### config.mk
export PLATFORM = sky130hd
export DESIGN_NAME = http_body_stream_decoder
export DESIGN_NICKNAME = d
export VERILOG_FILES = /design/src/hbsd_pkg.sv /design/src/hbsd_cfg.sv /design/src/hbsd_core.sv /design/src/http_body_stream_decoder.sv
export SDC_FILE = /design/constraint.sdc
export NUM_CORES = 1
export LEC_CHECK = 0
export BUFFER_PORTS_ARGS = -buffer_cell sky130_fd_sc_hd__buf_4
export CELL_PAD_IN_SITES_DETAIL_PLACEMENT = 1
export CELL_PAD_IN_SITES_GLOBAL_PLACEMENT = 1
export CORE_ASPECT_RATIO = 1.1
export CORE_MARGIN = 3
export CORE_UTILIZATION = 50
export DETAILED_ROUTE_END_ITERATION = 16
export PLACE_DENSITY = 0.89
export SLEW_MARGIN = 20
export SYNTH_ARGS = -nofsm -noshare
export SYNTH_HDL_FRONTEND = slang
export SYNTH_SLANG_ARGS = --single-unit
### constraint.sdc
create_clock -name clk -period 10.4 [get_ports clk]
set_input_delay 1.56 -clock clk [delete_from_list [all_inputs] [get_ports clk]]
set_output_delay 1.56 -clock clk [all_outputs]
set_load 0.05 [all_outputs]
### src/hbsd_pkg.sv
// Package for the HTTP body stream decoder: request and result types,
// operation and status codes, register map and character helpers.
// No dependencies.
`timescale 1ns / 1ps

package hbsd_pkg;

  localparam int unsigned CFG_ADDR_W  = 3;
  localparam int unsigned MAX_BODY_W  = 32;
  localparam int unsigned MAX_TRL_W   = 22;
  localparam int unsigned LENGTH_W    = 64;
  localparam int unsigned IN_DATA_W   = 72;
  localparam int unsigned OUT_DATA_W  = 16;

  localparam logic [MAX_BODY_W-1:0] RESET_MAX_BODY    = 32'(8 * 1024 * 1024);
  localparam logic [MAX_TRL_W-1:0]  RESET_MAX_TRAILER = 22'(64 * 1024);

  localparam logic [7:0] CH_CR    = 8'h0d;
  localparam logic [7:0] CH_LF    = 8'h0a;
  localparam logic [7:0] CH_COLON = 8'h3a;
  localparam logic [7:0] CH_SEMI  = 8'h3b;
  localparam logic [7:0] CH_SP    = 8'h20;
  localparam logic [7:0] CH_TAB   = 8'h09;

  typedef enum logic [1:0] {
    OP_BYTE          = 2'd0,
    OP_START_FIXED   = 2'd1,
    OP_START_CHUNKED = 2'd2,
    OP_ABORT         = 2'd3
  } op_t;

  typedef enum logic [1:0] {
    ST_IDLE  = 2'd0,
    ST_BUSY  = 2'd1,
    ST_DONE  = 2'd2,
    ST_ERROR = 2'd3
  } status_t;

  typedef enum logic {
    REG_MAX_BODY    = 1'b0,
    REG_MAX_TRAILER = 1'b1
  } reg_idx_t;

  typedef struct packed {
    op_t                 op;
    logic [7:0]          byte_value;
    logic [LENGTH_W-1:0] length;
  } hbsd_item_t;

  typedef struct packed {
    logic       data_valid;
    logic [7:0] data_byte;
    status_t    status;
  } hbsd_result_t;

  typedef struct packed {
    logic [MAX_BODY_W-1:0] max_body;
    logic [MAX_TRL_W-1:0]  max_trailer;
  } hbsd_cfg_t;

  // {valid, value}
  function automatic logic [4:0] hex_digit(input logic [7:0] c);
    logic [4:0] r;
    r = 5'd0;
    if (c >= 8'h30 && c <= 8'h39) begin
      r = {1'b1, c[3:0]};
    end else if ((c >= 8'h61 && c <= 8'h66) || (c >= 8'h41 && c <= 8'h46)) begin
      r = {1'b1, c[3:0] + 4'd9};
    end
    return r;
  endfunction

  function automatic logic is_ows(input logic [7:0] c);
    return (c == CH_SP) || (c == CH_TAB);
  endfunction

endpackage

### src/hbsd_cfg.sv
// Configuration registers of the HTTP body stream decoder, APB-style port.
// Depends on hbsd_pkg.
`timescale 1ns / 1ps

module hbsd_cfg (
  input  logic                             clk,
  input  logic                             rst_n,
  input  logic                             cfg_psel,
  input  logic                             cfg_penable,
  input  logic                             cfg_pwrite,
  input  logic [hbsd_pkg::CFG_ADDR_W-1:0]  cfg_paddr,
  input  logic [31:0]                      cfg_pwdata,
  output logic [31:0]                      cfg_prdata,
  output logic                             cfg_pready,
  output hbsd_pkg::hbsd_cfg_t              cfg
);
  import hbsd_pkg::*;

  logic [MAX_BODY_W-1:0] max_body_r;
  logic [MAX_TRL_W-1:0]  max_trailer_r;
  reg_idx_t              idx;
  logic                  wr_en;

  assign cfg_pready = 1'b1;
  assign idx        = reg_idx_t'(cfg_paddr[2]);
  assign wr_en      = cfg_psel && cfg_penable && cfg_pwrite && cfg_pready;

  always_ff @(posedge clk) begin
    if (!rst_n) begin
      max_body_r    <= RESET_MAX_BODY;
      max_trailer_r <= RESET_MAX_TRAILER;
    end else if (wr_en) begin
      unique case (idx)
        REG_MAX_BODY:    max_body_r    <= cfg_pwdata;
        REG_MAX_TRAILER: max_trailer_r <= cfg_pwdata[MAX_TRL_W-1:0];
      endcase
    end
  end

  always_comb begin
    unique case (idx)
      REG_MAX_BODY:    cfg_prdata = max_body_r;
      REG_MAX_TRAILER: cfg_prdata = {{(32 - MAX_TRL_W){1'b0}}, max_trailer_r};
    endcase
  end

  assign cfg.max_body    = max_body_r;
  assign cfg.max_trailer = max_trailer_r;

endmodule

### src/hbsd_core.sv
// Body deframing state and per-request update: fixed-length count, chunk
// size line parse, chunk data and CRLF checks, trailer line checks.
// Depends on hbsd_pkg.
`timescale 1ns / 1ps

module hbsd_core (
  input  logic                   clk,
  input  logic                   rst_n,
  input  logic                   step_en,
  input  hbsd_pkg::hbsd_item_t   item,
  input  hbsd_pkg::hbsd_cfg_t    cfg,
  output hbsd_pkg::hbsd_result_t result
);
  import hbsd_pkg::*;

  typedef enum logic [2:0] {
    MODE_NONE    = 3'b001,
    MODE_FIXED   = 3'b010,
    MODE_CHUNKED = 3'b100
  } mode_t;

  typedef enum logic [4:0] {
    PH_SIZE    = 5'b00001,
    PH_DATA    = 5'b00010,
    PH_DCR     = 5'b00100,
    PH_DLF     = 5'b01000,
    PH_TRAILER = 5'b10000
  } phase_t;

  typedef struct packed {
    logic digit;
    logic tail;
    logic ext;
    logic cr;
  } size_flags_t;

  typedef struct packed {
    logic content;
    logic colon;
    logic cr;
  } trl_flags_t;

  mode_t                 mode_r, mode_nxt;
  phase_t                phase_r, phase_nxt;
  logic [LENGTH_W-1:0]   bytes_left_r, bytes_left_nxt;
  logic [MAX_BODY_W-1:0] size_accum_r, size_accum_nxt;
  size_flags_t           sf_r, sf_nxt;
  logic [MAX_BODY_W-1:0] decoded_r, decoded_nxt;
  logic [MAX_TRL_W:0]    trl_total_r, trl_total_nxt;
  trl_flags_t            tf_r, tf_nxt;
  logic                  failed_r, failed_nxt;

  logic [7:0]            c;
  logic                  is_cr, is_lf, is_colon, is_semi, is_sp;
  logic [4:0]            hex;
  logic [MAX_BODY_W-1:0] acc_shift;
  logic                  acc_over;
  logic [MAX_BODY_W:0]   line_sum;
  logic                  line_bad;
  logic [MAX_TRL_W:0]    trl_inc;
  logic                  trl_over;
  logic [LENGTH_W-1:0]   left_dec;
  logic                  dv, done, err;

  assign c         = item.byte_value;
  assign is_cr     = (c == CH_CR);
  assign is_lf     = (c == CH_LF);
  assign is_colon  = (c == CH_COLON);
  assign is_semi   = (c == CH_SEMI);
  assign is_sp     = is_ows(c);
  assign hex       = hex_digit(c);
  assign acc_shift = {size_accum_r[MAX_BODY_W-5:0], hex[3:0]};
  assign acc_over  = (|size_accum_r[MAX_BODY_W-1:MAX_BODY_W-4]) || (acc_shift > cfg.max_body);
  assign line_sum  = {1'b0, decoded_r} + {1'b0, size_accum_r};
  assign line_bad  = !sf_r.digit || (size_accum_r > cfg.max_body)
                     || (line_sum > {1'b0, cfg.max_body});
  assign trl_inc   = trl_total_r + 1'b1;
  assign trl_over  = trl_inc > {1'b0, cfg.max_trailer};
  assign left_dec  = bytes_left_r - 1'b1;

  always_comb begin
    mode_nxt       = mode_r;
    phase_nxt      = phase_r;
    bytes_left_nxt = bytes_left_r;
    size_accum_nxt = size_accum_r;
    sf_nxt         = sf_r;
    decoded_nxt    = decoded_r;
    trl_total_nxt  = trl_total_r;
    tf_nxt         = tf_r;
    failed_nxt     = failed_r;
    dv             = 1'b0;
    done           = 1'b0;
    err            = 1'b0;

    if (item.op != OP_BYTE) begin
      mode_nxt       = MODE_NONE;
      phase_nxt      = PH_SIZE;
      bytes_left_nxt = '0;
      size_accum_nxt = '0;
      sf_nxt         = '0;
      decoded_nxt    = '0;
      trl_total_nxt  = '0;
      tf_nxt         = '0;
      failed_nxt     = 1'b0;
    end

    unique case (item.op)
      OP_ABORT: ;
      OP_START_FIXED: begin
        if (item.length == '0) begin
          done = 1'b1;
        end else begin
          mode_nxt       = MODE_FIXED;
          bytes_left_nxt = item.length;
        end
      end
      OP_START_CHUNKED: mode_nxt = MODE_CHUNKED;
      OP_BYTE: begin
        if (!failed_r) begin
          unique case (mode_r)
            MODE_NONE: ;
            MODE_FIXED: begin
              dv             = 1'b1;
              bytes_left_nxt = left_dec;
              if (left_dec == '0) begin
                mode_nxt = MODE_NONE;
                done     = 1'b1;
              end
            end
            MODE_CHUNKED: begin
              unique case (phase_r)
                PH_SIZE: begin
                  if (sf_r.cr) begin
                    if (is_lf) begin
                      if (line_bad) begin
                        err = 1'b1;
                      end else begin
                        bytes_left_nxt = {{(LENGTH_W - MAX_BODY_W){1'b0}}, size_accum_r};
                        size_accum_nxt = '0;
                        sf_nxt         = '0;
                        tf_nxt         = '0;
                        phase_nxt      = (size_accum_r == '0) ? PH_TRAILER : PH_DATA;
                      end
                    end else if (!sf_r.ext) begin
                      err = 1'b1;
                    end else begin
                      sf_nxt.cr = is_cr;
                    end
                  end else if (is_cr) begin
                    sf_nxt.cr = 1'b1;
                  end else if (sf_r.ext) begin
                    sf_nxt.ext = 1'b1;
                  end else if (is_semi) begin
                    sf_nxt.ext = 1'b1;
                  end else if (is_sp) begin
                    if (sf_r.digit) begin
                      sf_nxt.tail = 1'b1;
                    end
                  end else if (!hex[4] || sf_r.tail || acc_over) begin
                    err = 1'b1;
                  end else begin
                    size_accum_nxt = acc_shift;
                    sf_nxt.digit   = 1'b1;
                  end
                end
                PH_DATA: begin
                  dv             = 1'b1;
                  decoded_nxt    = decoded_r + 1'b1;
                  bytes_left_nxt = left_dec;
                  if (left_dec == '0) begin
                    phase_nxt = PH_DCR;
                  end
                end
                PH_DCR: begin
                  if (!is_cr) begin
                    err = 1'b1;
                  end else begin
                    phase_nxt = PH_DLF;
                  end
                end
                PH_DLF: begin
                  if (!is_lf) begin
                    err = 1'b1;
                  end else begin
                    phase_nxt      = PH_SIZE;
                    size_accum_nxt = '0;
                    sf_nxt         = '0;
                  end
                end
                PH_TRAILER: begin
                  trl_total_nxt = trl_inc;
                  if (trl_over) begin
                    err = 1'b1;
                  end else if (tf_r.cr) begin
                    if (is_lf) begin
                      if (!tf_r.content) begin
                        done     = 1'b1;
                        mode_nxt = MODE_NONE;
                      end else if (!tf_r.colon) begin
                        err = 1'b1;
                      end else begin
                        tf_nxt = '0;
                      end
                    end else begin
                      tf_nxt.content = 1'b1;
                      tf_nxt.colon   = tf_r.colon || is_colon;
                      tf_nxt.cr      = is_cr;
                    end
                  end else if (is_cr) begin
                    tf_nxt.cr = 1'b1;
                  end else if (!tf_r.content) begin
                    if (is_sp || is_colon) begin
                      err = 1'b1;
                    end else begin
                      tf_nxt.content = 1'b1;
                    end
                  end else if (is_colon) begin
                    tf_nxt.colon = 1'b1;
                  end
                end
                default: err = 1'b1;
              endcase
            end
            default: ;
          endcase
        end
      end
    endcase

    if (err) begin
      failed_nxt = 1'b1;
      mode_nxt   = MODE_NONE;
      dv         = 1'b0;
    end
  end

  always_comb begin
    result.data_valid = dv;
    result.data_byte  = dv ? c : 8'd0;
    if (failed_nxt) begin
      result.status = ST_ERROR;
    end else if (done) begin
      result.status = ST_DONE;
    end else if (mode_nxt != MODE_NONE) begin
      result.status = ST_BUSY;
    end else begin
      result.status = ST_IDLE;
    end
  end

  always_ff @(posedge clk) begin
    if (!rst_n) begin
      mode_r       <= MODE_NONE;
      phase_r      <= PH_SIZE;
      bytes_left_r <= '0;
      size_accum_r <= '0;
      sf_r         <= '0;
      decoded_r    <= '0;
      trl_total_r  <= '0;
      tf_r         <= '0;
      failed_r     <= 1'b0;
    end else if (step_en) begin
      mode_r       <= mode_nxt;
      phase_r      <= phase_nxt;
      bytes_left_r <= bytes_left_nxt;
      size_accum_r <= size_accum_nxt;
      sf_r         <= sf_nxt;
      decoded_r    <= decoded_nxt;
      trl_total_r  <= trl_total_nxt;
      tf_r         <= tf_nxt;
      failed_r     <= failed_nxt;
    end
  end

endmodule

### src/http_body_stream_decoder.sv
// HTTP body stream decoder: takes one request per clock while the output is
// not stalled (start fixed-length, start chunked, abort or one body byte), and
// returns exactly one result per request. A request is held in the input
// register and its result in the result register; hbsd_core updates its
// state once per request. Status reads 2 only on the request that completes
// a body and 3 from the first error until the next start or abort. Write
// max_body and max_trailer only while no request is in flight.
// Depends on hbsd_pkg, hbsd_cfg and hbsd_core.
`timescale 1ns / 1ps

module http_body_stream_decoder (
  input  logic                            clk,
  input  logic                            rst_n,
  input  logic                            in_tvalid,
  output logic                            in_tready,
  input  logic [hbsd_pkg::IN_DATA_W-1:0]  in_tdata,   // byte_value[7:0], length[71:8]
  input  logic [1:0]                      in_tuser,   // operation[1:0]
  output logic                            out_tvalid,
  input  logic                            out_tready,
  output logic [hbsd_pkg::OUT_DATA_W-1:0] out_tdata,  // data_byte[7:0], status[9:8]
  output logic                            out_tuser,  // data_valid
  input  logic                            cfg_psel,
  input  logic                            cfg_penable,
  input  logic                            cfg_pwrite,
  input  logic [hbsd_pkg::CFG_ADDR_W-1:0] cfg_paddr,
  input  logic [31:0]                     cfg_pwdata,
  output logic [31:0]                     cfg_prdata,
  output logic                            cfg_pready
);
  import hbsd_pkg::*;

  hbsd_cfg_t    cfg;
  hbsd_item_t   s1_item_r;
  logic         s1_valid_r;
  hbsd_result_t res;
  hbsd_result_t out_res_r;
  logic         out_valid_r;
  logic         advance;
  logic         step_en;

  hbsd_cfg u_cfg (
    .clk         (clk),
    .rst_n       (rst_n),
    .cfg_psel    (cfg_psel),
    .cfg_penable (cfg_penable),
    .cfg_pwrite  (cfg_pwrite),
    .cfg_paddr   (cfg_paddr),
    .cfg_pwdata  (cfg_pwdata),
    .cfg_prdata  (cfg_prdata),
    .cfg_pready  (cfg_pready),
    .cfg         (cfg)
  );

  assign advance   = !out_valid_r || out_tready;
  assign step_en   = s1_valid_r && advance;
  assign in_tready = !s1_valid_r || advance;

  always_ff @(posedge clk) begin
    if (!rst_n) begin
      s1_valid_r <= 1'b0;
    end else if (in_tvalid && in_tready) begin
      s1_valid_r <= 1'b1;
    end else if (advance) begin
      s1_valid_r <= 1'b0;
    end
  end

  always_ff @(posedge clk) begin
    if (in_tvalid && in_tready) begin
      s1_item_r.op         <= op_t'(in_tuser);
      s1_item_r.byte_value <= in_tdata[7:0];
      s1_item_r.length     <= in_tdata[IN_DATA_W-1:8];
    end
  end

  hbsd_core u_core (
    .clk     (clk),
    .rst_n   (rst_n),
    .step_en (step_en),
    .item    (s1_item_r),
    .cfg     (cfg),
    .result  (res)
  );

  always_ff @(posedge clk) begin
    if (!rst_n) begin
      out_valid_r <= 1'b0;
    end else if (advance) begin
      out_valid_r <= s1_valid_r;
    end
  end

  always_ff @(posedge clk) begin
    if (step_en) begin
      out_res_r <= res;
    end
  end

  assign out_tvalid = out_valid_r;
  assign out_tuser  = out_res_r.data_valid;
  assign out_tdata  = {{(OUT_DATA_W - 10){1'b0}}, out_res_r.status, out_res_r.data_byte};

endmodule

# ---- Word level (Yosys, flattened, before mapping)
# Cells that the tools add are included.
dict set report word_totals {
  register_bits 308
  latch_bits 0
  ramBits 0
  mem_bits_ro 0
  in_bits 116
  output_inout_bits 52
  wordCells 233
  mem_count 0
}
dict set report classes {
  add_sub_neg 5
  n_mul 0
  div_mod_pow 0
  magnitude_cmp 10
  n_eq_ne 16
  shifts 0
  mux 144
  bitwise_logic 1
  reduce_logical 32
}
# cell count
set op_table {}
lappend op_table {{two-way mux 32 bit} 18}
lappend op_table {{two-way mux 64 bit} 6}
lappend op_table {{case mux 64 bit (2 select lines)} 3}
lappend op_table {{logical NOT 64 bit} 2}
lappend op_table {{case mux 32 bit (2 select lines)} 2}
lappend op_table {{two-way mux 23 bit} 5}
lappend op_table {{two-way mux 3 bit} 24}
lappend op_table {{two-way mux 5 bit} 13}
lappend op_table {{> comparator 32 bit} 2}
lappend op_table {{subtractor 64 x 1 -> 64 bit, second input constant} 1}
lappend op_table {{two-way mux 1 bit} 54}
lappend op_table {{adder 32 x 32 -> 33 bit} 1}
lappend op_table {{> comparator 33 x 32 -> 1 bit} 1}
lappend op_table {{adder 32 x 1 -> 32 bit, second input constant} 1}
lappend op_table {{logical NOT 32 bit} 1}
lappend op_table {{two-way mux 4 bit} 7}
lappend op_table {{equality test 8 x 4 -> 1 bit, second input constant} 3}
lappend op_table {{equality test 8 x 6 -> 1 bit, second input constant} 3}
lappend op_table {{adder 23 x 1 -> 23 bit, second input constant} 1}
lappend op_table {{> comparator 23 x 22 -> 1 bit} 1}
lappend op_table {{case mux 5 bit (4 select lines)} 1}
lappend op_table {{greater-or-equal comparator 8 x 7 -> 1 bit, second input constant} 2}
lappend op_table {{<= comparator 8 x 7 -> 1 bit, second input constant} 2}
lappend op_table {{case mux 3 bit (2 select lines)} 2}
lappend op_table {{other kinds (27)} 52}

# ---- Depth between registers and ports, before layout
dict set report logic_depth {
  word_depth 22
  mapped_depth 24
  ltp_nobuf 22
}

# ---- Hierarchy
# From an unflattened synthesis, not the netlist that was laid out.
dict set report unflattened {
  cells_unflattened 2966
  area_unflattened_um2 23480.0
}
# module instances cells_per_inst area_per_inst_um2 seq_area_each_um2
set modules_own_cells {}
lappend modules_own_cells {hbsd_core 1 2614 18338.8 3343.2}
lappend modules_own_cells {http_body_stream_decoder 1 101 2705.1 2592.5}
lappend modules_own_cells {hbsd_cfg 1 251 2436.1 1081.0}

# ---- Worst setup path after synthesis
# Ideal clock, no wire load.
dict set report synth_timing {
  path_type {register to register}
  start {register u_core.size_accum_r[10]}
  end {register u_core.bytes_left_r[18]}
  setup_ns 0.123
  t_arrival_ns 5.459
  required_ns 10.277
  slack_ns 4.818
  stages_incl_launch_ff 23
  path_buffers 2
  synth_period_minus_slack_ns 5.582
  path_cell_list {dfxtp_1 -> ha_1 -> a21o_1 -> a211oi_1 -> o21ai_0 -> o221a_2 -> a221oi_1 -> o21ai_0 -> o21ai_0 -> nand2b_1 -> xor2_1 -> ha_1 -> nand4_1 -> or4_1 -> o311ai_0 -> o211ai_1 -> nand4_1 -> clkbuf_1 -> buf_1 -> mux2i_1 -> o221ai_1 -> a221oi_1 -> nor2_1}
}
dict set report synth_via {
  elab_chain_cells 10
  word_cells_on_any_way 12
  cone_classes {add/sub (1); order compare (2); mux (7); reduce/logical (2)}
}
# element line
set synth_rtl {}
lappend synth_rtl {{from (decl)} hbsd_core.sv:46} ;# logic [MAX_BODY_W-1:0] size_accum_r, size_accum_nxt;
lappend synth_rtl {{from (signal assigned)} hbsd_core.sv:266} ;# size_accum_r <= size_accum_nxt;
lappend synth_rtl {{adder 32 x 32 -> 33 bit / > comparator 32 bit (equally long branches)} {hbsd_core.sv:74, hbsd_core.sv:75}}
lappend synth_rtl {{> comparator 33 x 32 -> 1 bit / logical OR 1 bit (equally long branches)} {hbsd_core.sv:76, hbsd_core.sv:75}}
lappend synth_rtl {{logical OR 1 bit *} hbsd_core.sv:76} ;# || (line_sum > {1'b0, cfg.max_body});
lappend synth_rtl {{two-way mux 64 bit *} hbsd_core.sv:135} ;# if (line_bad) begin
lappend synth_rtl {{two-way mux 64 bit *} hbsd_core.sv:134} ;# if (is_lf) begin
lappend synth_rtl {{two-way mux 64 bit *} hbsd_core.sv:133} ;# if (sf_r.cr) begin
lappend synth_rtl {{case mux 64 bit (2 select lines) *} hbsd_core.sv:131} ;# unique case (phase_r)
lappend synth_rtl {{case mux 64 bit (2 select lines) *} hbsd_core.sv:120} ;# unique case (mode_r)
lappend synth_rtl {{two-way mux 64 bit *} hbsd_core.sv:119} ;# if (!failed_r) begin
lappend synth_rtl {{case mux 64 bit (2 select lines) *} hbsd_core.sv:107} ;# unique case (item.op)
lappend synth_rtl {{to (signal assigned)} hbsd_core.sv:265} ;# bytes_left_r <= bytes_left_nxt;
lappend synth_rtl {{to (decl)} hbsd_core.sv:45} ;# logic [LENGTH_W-1:0] bytes_left_r, bytes_left_nxt;
# Mark *: on every way between the ends. The rest lies on a longest branch, timed or not.
# A chain may end at the register's enable or synchronous reset.

# ---- Worst setup path after layout
dict set report layout_timing {
  start {register u_core.size_accum_r[10]}
  end {register out_res_r, in the netlist out_tdata[8] (data pin)}
}
dict set report layout_via {
  elab_chain_cells 17
  word_cells_on_any_way 25
  cone_classes {add/sub (1); order compare (3); eq/ne (1); mux (16); reduce/logical (4)}
}
# element line
set layout_rtl {}
lappend layout_rtl {{parallel branches: the longest is 8 deep, another holds adder 32 x 32 -> 33 bit} n/a}
lappend layout_rtl {{two-way mux 1 bit *} hbsd_core.sv:133}
lappend layout_rtl {{case mux 1 bit (5 select lines) *} hbsd_core.sv:131}
lappend layout_rtl {{two-way mux 1 bit *} hbsd_core.sv:120}
lappend layout_rtl {{two-way mux 1 bit *} hbsd_core.sv:119}
lappend layout_rtl {{two-way mux 1 bit *} hbsd_core.sv:107}
lappend layout_rtl {{two-way mux 3 bit} hbsd_core.sv:230} ;# if (err) begin
lappend layout_rtl {{inequality test 3 x 1 -> 1 bit} hbsd_core.sv:244} ;# end else if (mode_nxt != MODE_NONE) begin
lappend layout_rtl {{two-way mux 1 bit} hbsd_core.sv:244}
lappend layout_rtl {{two-way mux 1 bit} hbsd_core.sv:242} ;# end else if (done) begin
lappend layout_rtl {{to (signal assigned)} http_body_stream_decoder.sv:95} ;# out_res_r <= res;
lappend layout_rtl {{to (decl)} http_body_stream_decoder.sv:36} ;# hbsd_result_t out_res_r;
# Mark *: on every way between the ends.

==> metrics.md <==
| Metric | Value |
|---|---|
| Required @ worst endpoint | 10.71 ns |
| Period utilisation layout | 0.7554 |
| Hold buffer count at CTS | 0 |
| Diode count | 0 |
| Cells after Synth | 2975 |
| FMAX | 127.3 MHz |
| Minimum clock period | 7.856 ns |
| First-pass detailed-route iteration total | 6 |
| Clk_skew | 0.02693 ns |
| Yosys reg bits | 308 |
| Share of layout cells above drive strength 1 | 0.1035 |
| Sequential Area | 0.007017 mm² |
| Gr usage total | 0.4143 |
| Primary FF master, synth | dfxtp_1 |
| Most common cell after layout, fill and taps aside | nand2_1 |
| Cells on Worst Hold Path | 2 |
| Core ar. | 0.04480 mm² |
| R2R Path End | out_tdata[8]$_SDFFCE_PP1P_ |
| Hold WS | 0.4590 ns |
| Reg clk slew, reported paths | 0.06 ns |
| Ports | 168 |
| Post-synthesis sequential area ratio | 0.3070 |
| Slew headroom | 0.2476 |
| Initial antenna violation count | 1 |
| Total negative slack | 0 ns |
| VDD IR max | 0.1481 mV |
| Max Buffers Root-to-Sink | 3 |
| Pwr Density | 125.7 mW/mm² |
| Xor-xnor portion of the synthesized cell area | 0.04559 |
| Clock sinks | 308 |
| Final setup vio count | 0 |
| Vias after detailed routing | 25.76k |
| Distinct cells, synth | 85 |
| TritonCTS Buffers | 37 |
| M3 GR Usage | 0.06972 |
| Fill cell count | 5524 |
| Cell taking the most area after synthesis | dfxtp_1 |
| Final Hold Vio Count | 0 |
| Most used cell along the critical path | o211ai_1 |
| Post-Syn Area per Cell | 7.684 µm² |
| Synth Warn # | 0 |
| Die X | 209.9 µm |
| Crit-path max FO | 48 |
| Total Power | 3231 µW |
| Final Slew Violations | 0 |
| Buf/Inv on CP | 1 |
| Final antenna-violating net count | 0 |
| Class of the worst hold path | reg2reg |
| Post-Synth Simple-Gate Area | 0.2424 |
| Post-detail-place hpwl | 73440 µm |
| Worst path top cell family by delay | compound AO/OA/AOI/OAI gates |
| Initial Util | 0.5103 |
| Hold EP | u_cfg.max_body_r[12]$_SDFFE_PN0P_ |
| P_leak | 0.009904 µW |
| WL/cell | 28.65 µm |
| Data arrival, critical path | 8.17 ns |
| Row count | 81 |
| Status | finished, final reports clean |
| Final net count | 3299 |
| Die Area | 0.04832 mm² |
| Setup bufs post-CTS | 0 |
| Worst hold start | u_cfg.max_body_r[12]$_SDFFE_PN0P_ |
| Pin slew with the least headroom to its limit | 1.129 ns |
| Clk_lat worst skew | 0.59 ns |
| Post-synth EDFFs | 85 |
| Post-synthesis mux area share | 0.01604 |
| Root Buffer | clkbuf_16 |
| Largest family of logic cells by synthesized area | compound AO/OA/AOI/OAI gates |
| Ys async rst share | 0 |
| Slowest-stage cell, CP | or4_1 |
| Post-synthesis adder-cell area fraction | 0.08736 |
| GR Overflow Total | 0 |
| Port Buffers | 158 |
| Cells along the critical path | ha_1 > a21o_1 > a211oi_1 > o21ai_0 > o221a_2 > a221oi_1 > o211ai_1 > a31oi_1 > nor2b_1 > ha_1 > nand4_1 > or4_1 > o311ai_0 > o211ai_1 > nand4_1 > buf_4 > nand2_1 > o211ai_1 > nor2_1 > or4b_1 |
| Most frequent cells in the layout | nand2_1 (369), a21oi_1 (300), nor2_1 (245) |
| First-pass GRT wire length | 156900 µm |
| R2r startpoint | u_core.size_accum_r[10]$_SDFFE_PN0P_ |
| Area of the multi-input gates | 0.01475 mm² |
| Met2 usage | 0.6658 |
| Htree depth | 2 |
| Critical path class | reg2reg |
| CP startpoint | u_core.size_accum_r[10]$_SDFFE_PN0P_ |
| Area contributors post-synth | dfxtp_1 (20%), edfxtp_1 (11%), ha_1 (8.6%) |
| Fin cells | 3633 |
| DRC | 0 |
| RSZ-0062 raised after global routing | no |
| Area Growth Syn to Fin | 12.44% |
| CP peak stage delay | 0.69 ns |
| DR vias/cell | 7.092 |
| Vias in the first global route | 26.23k |
| CP Launch Type | register |
| Share of the synthesized area in the top cell type | 0.1953 |
| Chip Height | 230.3 µm |
| Inst Count DP | 3566 |
| Layout Utilization | 0.5738 |
| Max Cap Viol | 0 |
| CTS tree | built |
| Final RePlAce weighted congestion | 0.9715 |
| FF-to-FF path depth | 20 |
| Netlist Area Pre-Place | 0.02286 mm² |
| Synth Area in Compound Gates | 0.2499 |
| R2R Setup Slk | 2.54 ns |
| Maximum number of pins on one net before global-route repair | 93 |
| CP endpoint kind | register |
| Post-CTS sizing | 0 |
| Final WL | 104100 µm |
| Busiest grt layer | met2 |
| GR Layer Usage met1 | 0.5431 |
| Initial drt markers | 2987 |
metal layers:
metal | part of all wire | wire length, µm
met4 | 0.054 | 5624
met5 | 0.00012 | 13
met3 | 0.099 | 10300
met2 | 0.45 | 47020
met1 | 0.40 | 41110
stage by stage:
step	setup slack, ns	area, µm²
after floorplan	4.818	22880
after global placement	2.730	24410
after detailed placement	2.521	24410
after CTS	2.472	25700
after global routing	2.132	25700
final	2.544	25700
area by class of cell:
cell class                 instances  share of cell area
tap                              581             0.02828
timing repair buffer             206             0.06017
clock inverter                    21             0.01022
multi-input combinational       2370              0.5738
clock buffer                      46             0.03967
sequential                       308              0.2730
inverter                         101             0.01480
where the power goes:
group | internal (µW) | switching [µW]
Clock | 828 | 593
Combinational | 149 | 342
Sequential | 1270 | 50.4
Total | 2240 | 986
flip-flops by register name, summed over array words and instances (netlist names), 3 cells and up:
register,count
s1_item_r,74
u_core.bytes_left_r,64
u_cfg.max_body_r,32
u_core.decoded_r,32
u_core.size_accum_r,32
u_core.trl_total_r,23
u_cfg.max_trailer_r,22
out_tdata,10
u_core.phase_r,5
u_core.sf_r,4
u_core.mode_r,3
u_core.tf_r,3
how the worst max path moves through the flow:
stage	to	cells past startpoint
final	out_tdata[8]$_SDFFCE_PP1P_	20
after detailed placement	u_core.size_accum_r[0]$_SDFFE_PN0P_	20
after floorplan	u_core.bytes_left_r[18]$_SDFFE_PN0P_	22
after CTS	u_core.size_accum_r[0]$_SDFFE_PN0P_	20
after global routing	out_tdata[8]$_SDFFCE_PP1P_	20
after global placement	u_core.size_accum_r[19]$_SDFFE_PN0P_	19
worst min-delay path: cells and delay by family (launching register included):
| family | cells | cell delay, ns |
|---|---|---|
| AND/OR/NAND/NOR | 1 | 0.05 |
| AO/OA/AOI/OAI | 1 | 0.05 |
| flip-flops | 1 | 0.31 |
cell usage after synthesis (20+ instances only):
master / count
nor4_1: 65
ha_1: 158
clkbuf_1: 171
dfxtp_1: 223
a21o_1: 30
o211ai_1: 26
xnor2_1: 74
a22oi_1: 42
and2_1: 34
mux2i_1: 31
nand3_1: 92
or3_1: 26
o21ai_0: 231
and3_1: 25
a31oi_1: 22
a21oi_1: 301
nand2_1: 370
xor2_1: 45
edfxtp_1: 85
nand4_1: 75
nor2b_1: 20
a211oi_1: 26
nor3_1: 87
nor2_1: 252
inv_1: 98
o22ai_1: 23
o221ai_1: 24
a221oi_1: 27
cells by family after synthesis:
logic type               count (synthesis)
other                                    2
buffers and inverters                  302
multiplexers                            36
XOR/XNOR                               119
AND/OR/NAND/NOR                       1137
flip-flops                             308
adder cells (fa/ha/maj)                159
AO/OA/AOI/OAI                          912
Note: power is estimated with default switching activity, not from simulation.
